<file path="config.mk">
export PLATFORM = sky130hd
export DESIGN_NAME = tftp_read_receiver_top
export DESIGN_NICKNAME = d
export VERILOG_FILES = /design/src/rtl/tftp_rr_pkg.sv /design/src/rtl/tftp_read_receiver_top.sv
export SDC_FILE = /design/constraint.sdc
export NUM_CORES = 1
export LEC_CHECK = 0
export ABC_AREA = 1
export BUFFER_PORTS_ARGS = -buffer_cell sky130_fd_sc_hd__buf_2
export CAP_MARGIN = 20
export CORE_MARGIN = 3
export CORE_UTILIZATION = 50
export CTS_CLUSTER_SIZE = 14
export DETAILED_ROUTE_END_ITERATION = 16
export PLACE_DENSITY = 0.77
export SLEW_MARGIN = 30
export SYNTH_ARGS = -nofsm -noshare
export SYNTH_HDL_FRONTEND = slang
export SYNTH_SLANG_ARGS = --single-unit
</file>
<file path="constraint.sdc">
create_clock -name clk -period 15.3 [get_ports clk]
set_input_delay 1.53 -clock clk [delete_from_list [all_inputs] [get_ports clk]]
set_output_delay 1.53 -clock clk [all_outputs]
set_load 0.01 [all_outputs]
</file>
<file path="src/rtl/tftp_rr_pkg.sv">
// shared constants and widths for the tftp read receiver
`default_nettype none

package tftp_rr_pkg;

  // field widths
  localparam int MODE_W   = 2;
  localparam int OPCODE_W = 16;
  localparam int BLOCK_W  = 16;
  localparam int PLEN_W   = 12;
  localparam int DIGIT_W  = 8;
  localparam int KIND_W   = 2;
  localparam int WORD_W   = 32;
  localparam int RETRY_W  = 8;
  localparam int CFG_W    = 31;
  localparam int CFG_IDX_W = 2;
  localparam int PHASE_W  = 3;

  // stream packing
  localparam int S_TDATA_W = 56;
  localparam int S_TUSER_W = 2;
  localparam int M_TDATA_W = 96;
  localparam int M_TUSER_W = 4;

  // default block sizes and option ack length
  localparam int SINGLE_BLOCK_DEF       = 1450;
  localparam int DOUBLE_BLOCK_DEF       = 2904;
  localparam int MIN_OPTION_ACK_LEN_DEF = 13;

  // configuration register indexes
  localparam logic [CFG_IDX_W-1:0] CFG_RETRY_LIMIT  = 2'd0;
  localparam logic [CFG_IDX_W-1:0] CFG_WANT_DOUBLE  = 2'd1;
  localparam logic [CFG_IDX_W-1:0] CFG_START_OFFSET = 2'd2;
  localparam logic [CFG_IDX_W-1:0] CFG_MAX_BYTES    = 2'd3;

  // configuration reset values
  localparam logic [RETRY_W-1:0] RETRY_LIMIT_RST = 8'd3;
  localparam logic [CFG_W-1:0]   MAX_BYTES_RST   = 31'd1048576;

  // event modes
  localparam logic [MODE_W-1:0] MODE_START   = 2'd0;
  localparam logic [MODE_W-1:0] MODE_PACKET  = 2'd1;
  localparam logic [MODE_W-1:0] MODE_TIMEOUT = 2'd2;

  // transfer phases
  localparam logic [PHASE_W-1:0] PH_IDLE    = 3'd0;
  localparam logic [PHASE_W-1:0] PH_REQUEST = 3'd1;
  localparam logic [PHASE_W-1:0] PH_RECEIVE = 3'd2;
  localparam logic [PHASE_W-1:0] PH_DONE    = 3'd3;
  localparam logic [PHASE_W-1:0] PH_FAILED  = 3'd4;

  // packet opcodes and option digits
  localparam logic [OPCODE_W-1:0] OP_DATA = 16'd3;
  localparam logic [OPCODE_W-1:0] OP_OACK = 16'd6;
  localparam logic [DIGIT_W-1:0]  DIGIT_ONE = 8'h31;
  localparam logic [DIGIT_W-1:0]  DIGIT_TWO = 8'h32;
  localparam logic [PLEN_W-1:0]   HEADER_LEN = 12'd4;

  // result codes
  localparam logic [KIND_W-1:0] SEND_NONE    = 2'd0;
  localparam logic [KIND_W-1:0] SEND_REQUEST = 2'd1;
  localparam logic [KIND_W-1:0] SEND_ACK     = 2'd2;

  localparam logic [KIND_W-1:0] PAY_DISCARD = 2'd0;
  localparam logic [KIND_W-1:0] PAY_FULL    = 2'd1;
  localparam logic [KIND_W-1:0] PAY_FINAL   = 2'd2;

  localparam logic [KIND_W-1:0] STAT_BUSY   = 2'd0;
  localparam logic [KIND_W-1:0] STAT_DONE   = 2'd1;
  localparam logic [KIND_W-1:0] STAT_FAILED = 2'd2;

  // one result item
  typedef struct packed {
    logic [KIND_W-1:0]  send_kind;
    logic [BLOCK_W-1:0] ack_number;
    logic [KIND_W-1:0]  payload_kind;
    logic [WORD_W-1:0]  write_offset;
    logic [PLEN_W-1:0]  payload_length;
    logic [KIND_W-1:0]  status;
    logic [WORD_W-1:0]  bytes_total;
  } result_t;

endpackage

`default_nettype wire

</file>
<file path="src/rtl/tftp_read_receiver_top.sv">
// tftp read receiver: client-side read transfer control with block-size option
// an accepted input transaction passes the input register, then the result register,
// before its result shows on m_*; events that give no result emit nothing
// throughput: one input transaction per cycle; the input register advances whenever
// the result register is empty or being taken, and all state updates in that cycle
// reset: synchronous active-high rst clears both registers' valid flags and the transfer
// state (phase idle) and loads the configuration registers with their default values
`default_nettype none

module tftp_read_receiver_top #(
  parameter int SINGLE_BLOCK       = tftp_rr_pkg::SINGLE_BLOCK_DEF,
  parameter int DOUBLE_BLOCK       = tftp_rr_pkg::DOUBLE_BLOCK_DEF,
  parameter int MIN_OPTION_ACK_LEN = tftp_rr_pkg::MIN_OPTION_ACK_LEN_DEF
) (
  input  wire logic                                  clk,
  input  wire logic                                  rst,
  // configuration write port
  input  wire logic                                  cfg_we,
  input  wire logic [tftp_rr_pkg::CFG_IDX_W-1:0]     cfg_index,
  input  wire logic [tftp_rr_pkg::CFG_W-1:0]         cfg_data,
  // event stream
  input  wire logic                                  s_tvalid,
  output logic                                       s_tready,
  // opcode[15:0], block_number[31:16], packet_length[43:32], option_digit[51:44]
  input  wire logic [tftp_rr_pkg::S_TDATA_W-1:0]     s_tdata,
  // mode[1:0]
  input  wire logic [tftp_rr_pkg::S_TUSER_W-1:0]     s_tuser,
  // result stream
  output logic                                       m_tvalid,
  input  wire logic                                  m_tready,
  // ack_number[15:0], write_offset[47:16], payload_length[59:48], status[61:60],
  // bytes_total[93:62]
  output logic [tftp_rr_pkg::M_TDATA_W-1:0]          m_tdata,
  // send_kind[1:0], payload_kind[3:2]
  output logic [tftp_rr_pkg::M_TUSER_W-1:0]          m_tuser
);

  localparam int PW = tftp_rr_pkg::PLEN_W;
  localparam int WW = tftp_rr_pkg::WORD_W;

  // configuration registers
  logic [tftp_rr_pkg::RETRY_W-1:0] retry_limit;
  logic                            want_double_block;
  logic [tftp_rr_pkg::CFG_W-1:0]   start_offset;
  logic [tftp_rr_pkg::CFG_W-1:0]   max_bytes;

  always_ff @(posedge clk) begin
    if (rst) begin
      retry_limit       <= tftp_rr_pkg::RETRY_LIMIT_RST;
      want_double_block <= 1'b0;
      start_offset      <= '0;
      max_bytes         <= tftp_rr_pkg::MAX_BYTES_RST;
    end else if (cfg_we) begin
      case (cfg_index)
        tftp_rr_pkg::CFG_RETRY_LIMIT:  retry_limit <= cfg_data[tftp_rr_pkg::RETRY_W-1:0];
        tftp_rr_pkg::CFG_WANT_DOUBLE:  want_double_block <= cfg_data[0];
        tftp_rr_pkg::CFG_START_OFFSET: start_offset <= cfg_data;
        tftp_rr_pkg::CFG_MAX_BYTES:    max_bytes <= cfg_data;
        default: ;
      endcase
    end
  end

  // input register
  logic                                in_valid;
  logic [tftp_rr_pkg::MODE_W-1:0]      in_mode;
  logic [tftp_rr_pkg::OPCODE_W-1:0]    in_opcode;
  logic [tftp_rr_pkg::BLOCK_W-1:0]     in_block;
  logic [PW-1:0]                       in_plen;
  logic [tftp_rr_pkg::DIGIT_W-1:0]     in_digit;
  logic                                advance;

  assign advance  = in_valid && (!m_tvalid || m_tready);
  assign s_tready = !in_valid || advance;

  always_ff @(posedge clk) begin
    if (rst) begin
      in_valid <= 1'b0;
    end else if (s_tready) begin
      in_valid <= s_tvalid;
    end
  end

  always_ff @(posedge clk) begin
    if (s_tvalid && s_tready) begin
      in_mode   <= s_tuser[1:0];
      in_opcode <= s_tdata[15:0];
      in_block  <= s_tdata[31:16];
      in_plen   <= s_tdata[43:32];
      in_digit  <= s_tdata[51:44];
    end
  end

  // transfer state
  logic [tftp_rr_pkg::PHASE_W-1:0]  phase, phase_next;
  logic [tftp_rr_pkg::RETRY_W-1:0]  retry_count, retry_count_next;
  logic                             double_in_force, double_in_force_next;
  logic                             option_ack_seen, option_ack_seen_next;
  logic [tftp_rr_pkg::BLOCK_W-1:0]  pending_ack, pending_ack_next;
  logic [WW-1:0]                    byte_total, byte_total_next;

  // datapath terms for a data packet
  logic [PW-1:0]  dlen;
  logic [PW-1:0]  bsize;
  logic [WW-1:0]  sum_total;
  logic [WW-1:0]  blk_m1;
  logic [WW-1:0]  offs_prod;
  logic [WW-1:0]  offs;
  logic           size_sel;
  logic           oack_long;

  assign dlen      = in_plen - tftp_rr_pkg::HEADER_LEN;
  assign bsize     = double_in_force ? PW'(DOUBLE_BLOCK) : PW'(SINGLE_BLOCK);
  assign sum_total = byte_total + {{(WW-PW){1'b0}}, dlen};
  assign blk_m1    = {{(WW-tftp_rr_pkg::BLOCK_W){1'b0}}, in_block} - {{(WW-1){1'b0}}, 1'b1};
  assign offs_prod = blk_m1 * {{(WW-PW){1'b0}}, bsize};
  assign offs      = offs_prod + {1'b0, start_offset};
  assign oack_long = (in_plen >= PW'(MIN_OPTION_ACK_LEN));

  // block size after option ack correction
  always_comb begin
    size_sel = double_in_force;
    if (want_double_block && (in_digit == tftp_rr_pkg::DIGIT_ONE)) begin
      size_sel = 1'b0;
    end else if (!want_double_block && (in_digit == tftp_rr_pkg::DIGIT_TWO)) begin
      size_sel = 1'b1;
    end
  end

  // event handling
  logic                  has_result;
  tftp_rr_pkg::result_t  res;
  logic                  as_timeout;

  always_comb begin
    phase_next           = phase;
    retry_count_next     = retry_count;
    double_in_force_next = double_in_force;
    option_ack_seen_next = option_ack_seen;
    pending_ack_next     = pending_ack;
    byte_total_next      = byte_total;
    has_result           = 1'b0;
    as_timeout           = 1'b0;
    res                  = '0;

    if (in_mode == tftp_rr_pkg::MODE_START) begin
      has_result           = 1'b1;
      double_in_force_next = want_double_block;
      option_ack_seen_next = 1'b0;
      pending_ack_next     = '0;
      byte_total_next      = '0;
      if (retry_limit == '0) begin
        phase_next       = tftp_rr_pkg::PH_FAILED;
        retry_count_next = '0;
        res.status       = tftp_rr_pkg::STAT_FAILED;
      end else begin
        phase_next       = tftp_rr_pkg::PH_REQUEST;
        retry_count_next = 8'd1;
        res.send_kind    = tftp_rr_pkg::SEND_REQUEST;
      end
    end else if ((in_mode == tftp_rr_pkg::MODE_PACKET || in_mode == tftp_rr_pkg::MODE_TIMEOUT)
                 && (phase == tftp_rr_pkg::PH_REQUEST || phase == tftp_rr_pkg::PH_RECEIVE)) begin
      if (in_mode == tftp_rr_pkg::MODE_TIMEOUT) begin
        as_timeout = 1'b1;
      end else if (phase == tftp_rr_pkg::PH_REQUEST) begin
        // waiting for the first option ack
        if (oack_long && in_opcode == tftp_rr_pkg::OP_OACK) begin
          has_result           = 1'b1;
          double_in_force_next = size_sel;
          phase_next           = tftp_rr_pkg::PH_RECEIVE;
          pending_ack_next     = '0;
          retry_count_next     = 8'd1;
          res.send_kind        = tftp_rr_pkg::SEND_ACK;
        end
      end else if (in_plen < tftp_rr_pkg::HEADER_LEN) begin
        // runt packet counts as a timeout
        as_timeout = 1'b1;
      end else if (in_opcode == tftp_rr_pkg::OP_DATA) begin
        has_result = 1'b1;
        if (dlen < bsize) begin
          // short block ends the transfer
          phase_next         = tftp_rr_pkg::PH_DONE;
          pending_ack_next   = in_block;
          res.send_kind      = tftp_rr_pkg::SEND_ACK;
          res.ack_number     = in_block;
          res.payload_kind   = tftp_rr_pkg::PAY_FINAL;
          res.payload_length = dlen;
          res.status         = tftp_rr_pkg::STAT_DONE;
        end else begin
          byte_total_next = sum_total;
          if (sum_total > {1'b0, max_bytes}) begin
            phase_next = tftp_rr_pkg::PH_FAILED;
            res.status = tftp_rr_pkg::STAT_FAILED;
          end else begin
            pending_ack_next   = in_block;
            retry_count_next   = 8'd1;
            res.send_kind      = tftp_rr_pkg::SEND_ACK;
            res.ack_number     = in_block;
            res.payload_kind   = tftp_rr_pkg::PAY_FULL;
            res.write_offset   = offs;
            res.payload_length = dlen;
          end
        end
      end else if (in_opcode == tftp_rr_pkg::OP_OACK) begin
        // first duplicate option ack is absorbed silently
        if (!option_ack_seen) begin
          option_ack_seen_next = 1'b1;
        end else if (oack_long) begin
          has_result           = 1'b1;
          double_in_force_next = size_sel;
          pending_ack_next     = '0;
          retry_count_next     = 8'd1;
          res.send_kind        = tftp_rr_pkg::SEND_ACK;
        end
      end
    end

    // retry or give up
    if (as_timeout) begin
      has_result = 1'b1;
      if (retry_count >= retry_limit) begin
        phase_next = tftp_rr_pkg::PH_FAILED;
        res.status = tftp_rr_pkg::STAT_FAILED;
      end else begin
        retry_count_next = retry_count + 8'd1;
        if (phase == tftp_rr_pkg::PH_REQUEST) begin
          res.send_kind = tftp_rr_pkg::SEND_REQUEST;
        end else begin
          res.send_kind  = tftp_rr_pkg::SEND_ACK;
          res.ack_number = pending_ack;
        end
      end
    end

    res.bytes_total = byte_total_next;
  end

  // state update
  always_ff @(posedge clk) begin
    if (rst) begin
      phase           <= tftp_rr_pkg::PH_IDLE;
      retry_count     <= '0;
      double_in_force <= 1'b0;
      option_ack_seen <= 1'b0;
      pending_ack     <= '0;
      byte_total      <= '0;
    end else if (advance) begin
      phase           <= phase_next;
      retry_count     <= retry_count_next;
      double_in_force <= double_in_force_next;
      option_ack_seen <= option_ack_seen_next;
      pending_ack     <= pending_ack_next;
      byte_total      <= byte_total_next;
    end
  end

  // result register
  tftp_rr_pkg::result_t out_res;

  always_ff @(posedge clk) begin
    if (rst) begin
      m_tvalid <= 1'b0;
    end else if (advance) begin
      m_tvalid <= has_result;
    end else if (m_tready) begin
      m_tvalid <= 1'b0;
    end
  end

  always_ff @(posedge clk) begin
    if (advance && has_result) begin
      out_res <= res;
    end
  end

  assign m_tdata = {2'b00, out_res.bytes_total, out_res.status, out_res.payload_length,
                    out_res.write_offset, out_res.ack_number};
  assign m_tuser = {out_res.payload_kind, out_res.send_kind};

  // checks on result consistency and state transitions
  a_final_is_done: assert property (@(posedge clk) disable iff (rst)
    m_tvalid && out_res.payload_kind == tftp_rr_pkg::PAY_FINAL
    |-> out_res.status == tftp_rr_pkg::STAT_DONE && out_res.send_kind == tftp_rr_pkg::SEND_ACK)
    else $error("final block result without done status and ack");

  a_fail_sends_nothing: assert property (@(posedge clk) disable iff (rst)
    m_tvalid && out_res.status == tftp_rr_pkg::STAT_FAILED
    |-> out_res.send_kind == tftp_rr_pkg::SEND_NONE
        && out_res.payload_kind == tftp_rr_pkg::PAY_DISCARD)
    else $error("failed result carries a send or payload");

  a_payload_acked: assert property (@(posedge clk) disable iff (rst)
    m_tvalid && out_res.payload_kind != tftp_rr_pkg::PAY_DISCARD
    |-> out_res.send_kind == tftp_rr_pkg::SEND_ACK && out_res.ack_number == pending_ack)
    else $error("payload result without matching ack");

  a_start_enters_request: assert property (@(posedge clk) disable iff (rst)
    advance && in_mode == tftp_rr_pkg::MODE_START && retry_limit != '0
    |=> phase == tftp_rr_pkg::PH_REQUEST && retry_count == 8'd1 && m_tvalid)
    else $error("start did not enter request phase");

  a_idle_no_result: assert property (@(posedge clk) disable iff (rst)
    advance && in_mode != tftp_rr_pkg::MODE_START
    && (phase == tftp_rr_pkg::PH_IDLE || phase == tftp_rr_pkg::PH_DONE
        || phase == tftp_rr_pkg::PH_FAILED)
    |=> !m_tvalid && $stable(phase))
    else $error("event outside a transfer produced a result");

endmodule

`default_nettype wire

</file>
# Word level (Yosys, flattened, before mapping)
# Cells that the tools add are included.
[word_totals]
out_inout_bits = 102
inputBits = 96
wordCells = 215
mem_bits_rw = 0
mem_bits_ro = 0
register_bits = 286
mem_count = 0
latch_bits = 0
[classes]
bitwise = 2
div = 0
reduce_logical = 35
mul = 1
shift = 0
muxes = 124
n_eq_ne = 19
n_addsub = 5
n_lt_le_gt_ge = 5
[ops]
columns = ["cell", "n"]
rows = [
  ["$mux W64", 10],
  ["$mux W32", 8],
  ["$mux W16", 13],
  ["$mux W66", 3],
  ["$mux W20", 7],
  ["$mux W8", 14],
  ["$mux W62", 1],
  ["$mux W1", 39],
  ["$mux W18", 2],
  ["$mux W3", 12],
  ["$add A32 B12 Y32", 1],
  ["$add A32 B31 Y32", 1],
  ["$gt A32 B31 Y1", 1],
  ["$mul A17 B13 Y30", 1],
  ["$mux W2", 13],
  ["$reduce_and A9 Y1", 2],
  ["$sub A16 B1 Y17 const B", 1],
  ["$eq A16 B2 Y1 const B", 1],
  ["$eq A16 B3 Y1 const B", 1],
  ["$eq A8 B6 Y1 const B", 2],
  ["$mux W14", 1],
  ["$ge A12 B4 Y1 const B", 1],
  ["$lt A12 B12 Y1", 1],
  ["$lt A12 B3 Y1 const B", 1],
  ["25 further kinds", 54],
]

# Depth between registers and ports, before layout
[logic_depth]
word_depth = 27
depth_mapped = 41
ltp_nobuf = 41

# Worst setup path after synthesis
# Ideal clock, no wire load.
[synth_timing]
kind = "register to register"
startpoint = "register in_block[0] (netlist bit)"
endpoint = "register out_res (netlist bit m_tdata[47]), data pin"
required_time_ns = 15.045
t_arrival_ns = 7.159
path_stages_with_launch = 42
setup_slack_ns = 7.886
setup_ns = 0.255
period_less_slack_ns = 7.414
path_buffers = 0
path_cell_list = "edfxtp_1 -> inv_2 -> ha_1 -> inv_1 -> nor3_1 -> nand3_1 -> nor2_1 -> nand3_1 -> nor2_1 -> inv_1 -> nor2_1 -> ha_1 -> ha_1 -> inv_1 -> fa_1 -> inv_1 -> fa_1 -> inv_1 -> (+6 left out) -> o211ai_1 -> a31oi_1 -> o21ai_0 -> a31oi_1 -> inv_1 -> a31oi_1 -> xnor2_1 -> ha_1 -> a21oi_1 -> o21ai_0 -> a21oi_1 -> nand2_1 -> nand3_1 -> nand2_1 -> a211oi_1 -> nand3_1 -> nand2_1 -> nor2_1"
[synth_between]
elab_chain_len = 11
[synth_lines]
columns = ["element", "line", "text"]
rows = [
  ["start: declaration", "tftp_read_receiver_top.sv:68", "logic [tftp_rr_pkg::BLOCK_W-1:0] in_block;"],
  ["start signal: assignment", "tftp_read_receiver_top.sv:88", "in_block <= s_tdata[31:16];"],
  ["$sub A16 B1 Y17", "tftp_read_receiver_top.sv:115", "assign blk_m1 = {{(WW-tftp_rr_pkg::BLOCK_W){1'b0}}, in_block} - {{(WW-1){1'b0}}, 1'b1};"],
  ["$mul A17 B13 Y30", "tftp_read_receiver_top.sv:116", "assign offs_prod = blk_m1 * {{(WW-PW){1'b0}}, bsize};"],
  ["$add A32 B31 Y32", "tftp_read_receiver_top.sv:117", "assign offs = offs_prod + {1'b0, start_offset};"],
  ["$mux W64", "tftp_read_receiver_top.sv:191", "if (sum_total > {1'b0, max_bytes}) begin"],
  ["$mux W64", "tftp_read_receiver_top.sv:180", "if (dlen < bsize) begin"],
  ["$mux W64", "tftp_read_receiver_top.sv:178", "end else if (in_opcode == tftp_rr_pkg::OP_DATA) begin"],
  ["$mux W64", "tftp_read_receiver_top.sv:175", "end else if (in_plen < tftp_rr_pkg::HEADER_LEN) begin"],
  ["$mux W64", "tftp_read_receiver_top.sv:165", "end else if (phase == tftp_rr_pkg::PH_REQUEST) begin"],
  ["$mux W64", "tftp_read_receiver_top.sv:163", "if (in_mode == tftp_rr_pkg::MODE_TIMEOUT) begin"],
  ["$mux W64", "tftp_read_receiver_top.sv:161", "end else if ((in_mode == tftp_rr_pkg::MODE_PACKET || in_mode == tftp_rr_pkg::MODE_TIMEOUT)"],
  ["$mux W64", "tftp_read_receiver_top.sv:146", "if (in_mode == tftp_rr_pkg::MODE_START) begin"],
  ["end signal: assignment", "tftp_read_receiver_top.sv:272", "out_res <= res;"],
  ["end: declaration", "tftp_read_receiver_top.sv:258", "tftp_rr_pkg::result_t out_res;"],
]
# Every way passes these cells. The select of a mux whose other input is x is not followed.
# A chain may end at the register's enable or synchronous reset.

# Worst setup path after layout
# Same ends and word-level chain as after synthesis.

==> impl_summary.log <==
INFO  metric count_of_mapped_cells_out_of_synthesis = between 2,000 and 2,500
INFO  metric clk_transition_reported_paths = 0.06 ns
INFO  metric clk_latency = around 0.55 ns
INFO  metric routed_via_count = 16,930
INFO  metric clock_tree.htree_level_count = 2
INFO  metric finalCoreUtilization = 57.54%
INFO  metric post_route_cells_drive_above_1_share = between 10% and 20%
INFO  metric critical-path-slowest-cell = nor2_1
INFO  metric global_route_wire_length_before_repair = 84,060 um
INFO  metric slowest_delay = ~0.62 ns
INFO  metric seq_area_frac_synth = between 30% and 40%
INFO  metric run_status = complete, no violations
INFO  metric post_synth.cell_area_avg = 8.515 um2
INFO  metric fin_setup_tns = 0 ns
INFO  metric routed_wl = approximately 52,000 um
INFO  metric groute.usage.overall = 23.54%
INFO  metric power_leakage = ~11 nW
INFO  metric max-cap-violations = 0
INFO  metric via_count_of_the_first_global_routing_pass = approximately 17,000
INFO  metric worstPathMaxFanout = 12
INFO  metric synth-edff-count = 152
INFO  metric floorplan_die_height = 209.6 um
INFO  metric vdd_ir_drop_max = 135.1 uV
INFO  metric post-cts-setup-buffers = 0
INFO  metric final_hold_viol_count = 0
INFO  metric syn_to_final_growth = 12.13%
INFO  metric drt-wirelength-per-cell = 16.63 um
INFO  metric numCtsBuffers = 34
INFO  metric floorplan.die_area = 43,910 um2
INFO  metric drt_drc_violations_left = 0
INFO  metric antenna_found_initial = 2
INFO  metric yosys_warnings = 0
INFO  metric max-clock-path-buffers = 3
INFO  metric grt_setup_unrepaired = no
INFO  metric post_route_clock_period_utilization = just under 60%
INFO  metric cp_num_buf_inv = 8
INFO  metric setup_violations_final = 0
INFO  metric power_density = between 150 and 200 nW/um2
INFO  metric tritoncts_num_sinks = around 290
INFO  metric total_gr_overflow = 0
INFO  metric drtIter0Drc = ~1,200
INFO  metric netlist.top_cell.by_area = edfxtp_1
INFO  metric num-nets-final = between 3,000 and 4,000
INFO  metric post-route-min-period = ~8.9 ns
INFO  metric postRouteAntennaNets = 0
INFO  metric dp_hpwl = 40,760 um
INFO  metric final_cell_mix = inv_1 (469), nand2_1 (255), a21oi_1 (234), nor2_1 (216), ha_1 (204)
INFO  metric ios = around 200
INFO  metric report.final.slew_viol_count = 0
INFO  metric cp-end-kind = register
INFO  metric detail_route.vias_per_cell = 5.369
INFO  metric num_rows = 73
INFO  metric mostFrequentLayoutCell = inv_1
INFO  metric worst-setup-path-type = reg2reg
INFO  metric timing.critical_path.arrival = ~9.2 ns
INFO  metric timing.fmax = approximately 110 MHz
INFO  metric synthDominantCellAreaShare = between 20% and 30%
INFO  metric floorplan.initialDensity = 51.31%
INFO  metric critPathRequiredTime = about 16 ns
INFO  metric postSynth.topFlopCell = edfxtp_1
INFO  metric worstMarginPinSlew = between 0.9 and 1 ns
INFO  metric final.setup_skew = about 0.021 ns
INFO  metric core_area = a little over 40,000 um2
INFO  metric numPortBuffers = between 150 and 200
INFO  metric post_synth_num_cell_types = 54
INFO  metric die_width = ~210 um
INFO  metric clk_root_buffer_cell = clkbuf_16
INFO  metric tritoncts = yes
INFO  metric slew-limit-headroom = a little under two fifths
INFO  metric post_synth_instance_area = a little over 20,000 um2
INFO  metric post_cts.resized_instances = 0
INFO  metric cp_common_cell = inv_1
INFO  metric hold_path.class = reg2reg
INFO  metric layout.filler_cells = 3,571
INFO  metric grt_start_max_net_pins = ~110
INFO  metric postSynth.asyncResetShare = 0%
INFO  metric ys_ff_latch = approximately 290
INFO  metric drtPass1Iterations = 6
INFO  metric timing.critical_path.from_type = register
INFO  metric synth_area_leaders = edfxtp_1 (22%), dfxtp_1 (13%), ha_1 (12%)
INFO  metric antenna_cells_inserted = 0
INFO  metric worst_path_dominant_cell_family = adder cells
INFO  metric hold_buffer_count_at_cts = 0
INFO  metric routabilityCongestion = around 0.96
## cell usage after synthesis, types with 6 or more instances
cell type / instances
nor4_1: 9
a21oi_1: 235
buf_4: 6
a31oi_1: 13
dfxtp_1: 134
nand4_1: 22
inv_1: 471
o21ai_0: 175
o21bai_1: 7
nand3_1: 88
xor2_1: 73
xnor2_1: 31
a21o_1: 11
ha_1: 204
or2_2: 9
edfxtp_1: 152
o21ai_1: 13
fa_1: 109
buf_2: 9
nand2_1: 255
nor2_2: 6
clkbuf_1: 61
nor2_1: 216
nor3_1: 28
a21oi_2: 8
o31ai_1: 12
o211ai_1: 9
## state kept, by name, indices dropped and copies added, names as in the netlist
signal	count
m_tdata	94
byte_total	32
max_bytes	31
start_offset	31
in_block	16
in_opcode	16
pending_ack	16
in_plen	12
in_digit	8
retry_count	8
retry_limit	8
m_tuser	4
phase	3
in_mode	2
double_in_force	1
in_valid	1
m_tvalid	1
option_ack_seen	1
want_double_block	1
## worst reg2reg max path, delay by kind of cell, from the launching register on
| kind | cells | cell delay [ns] |
|---|---|---|
| fa+ha+maj | 8 | 3.02 |
| simple gates | 15 | 2.45 |
| compound gates | 9 | 1.63 |
| buf+inv | 8 | 0.89 |
| flops | 1 | 0.48 |
| xor+xnor | 1 | 0.20 |
## final timing paths
path / from / endpoint / slack [ns] / depth (start not counted)
max: in_block[0]$_DFFE_PP_ / m_tdata[47]$_SDFFCE_PP0P_ / 6.39 / 41
min: start_offset[4]$_SDFFE_PP0P_ / start_offset[4]$_SDFFE_PP0P_ / 0.45 / 2
max reg2reg: in_block[0]$_DFFE_PP_ / m_tdata[47]$_SDFFCE_PP0P_ / 6.39 / 41
min reg2reg: start_offset[4]$_SDFFE_PP0P_ / start_offset[4]$_SDFFE_PP0P_ / 0.45 / 2
## cell families (layout without fill, tap and decap cells)
family	after synthesis	count (layout)	synth area share (%)
buffers and inverters	562	742	10.44
and+or+nand+nor	658	658	13.90
AOI/OAI and AO/OA	508	508	13.38
other	2	18	0.03625
xor gates and xnor gates	104	104	4.397
adders and majority gates	313	313	22.85
DFF	286	286	34.98
## through the flow
stage	area [um2]	hold slack, ns	power (W)	setup WS (ns)	cells
CTS	23190	0.4568	0.003772	6.354	3153
global route	23230	0.4800	0.004102	5.600	3154
floorplan	20780	0.4280	0.002510	7.886	2449
detailed placement	22120	0.4480	0.002970	6.373	3092
finish	23230	0.4545	0.003761	6.385	3154
global placement	22120	0.4403	0.002923	6.501	3092
## area by class of cell
class | instances | area [um2] | area share (%)
Inverter | 480 | 1809 | 7.788
Timing Repair Buffer | 201 | 1055 | 4.541
Clock inverter | 13 | 80.08 | 0.3447
Multi-Input combinational cell | 1601 | 11390 | 49.05
Tap cell | 525 | 656.9 | 2.828
Clock buffer | 48 | 987.2 | 4.250
Sequential cell | 286 | 7247 | 31.20
## metal layers
layer  share of wire (%)  routed length, um  GRT usage (%)
met1                  43              22770          31.45
met2                  47              24560          39.04
met3                 6.7               3535          4.036
met4                 3.0               1569          7.829
met5               0.040                 21              0
## report_power, final
| group | leakage, nW | total, W | internal, W | switching, W |
|---|---|---|---|---|
| logic | 7.84 | 0.00212 | 0.000776 | 0.00134 |
| registers | 2.50 | 0.000858 | 0.000837 | 0.0000213 |
| clock network | 0.532 | 0.000785 | 0.000454 | 0.000331 |
| total | 10.9 | 0.00376 | 0.00207 | 0.00169 |
Note: power is estimated with default switching activity, not from simulation.
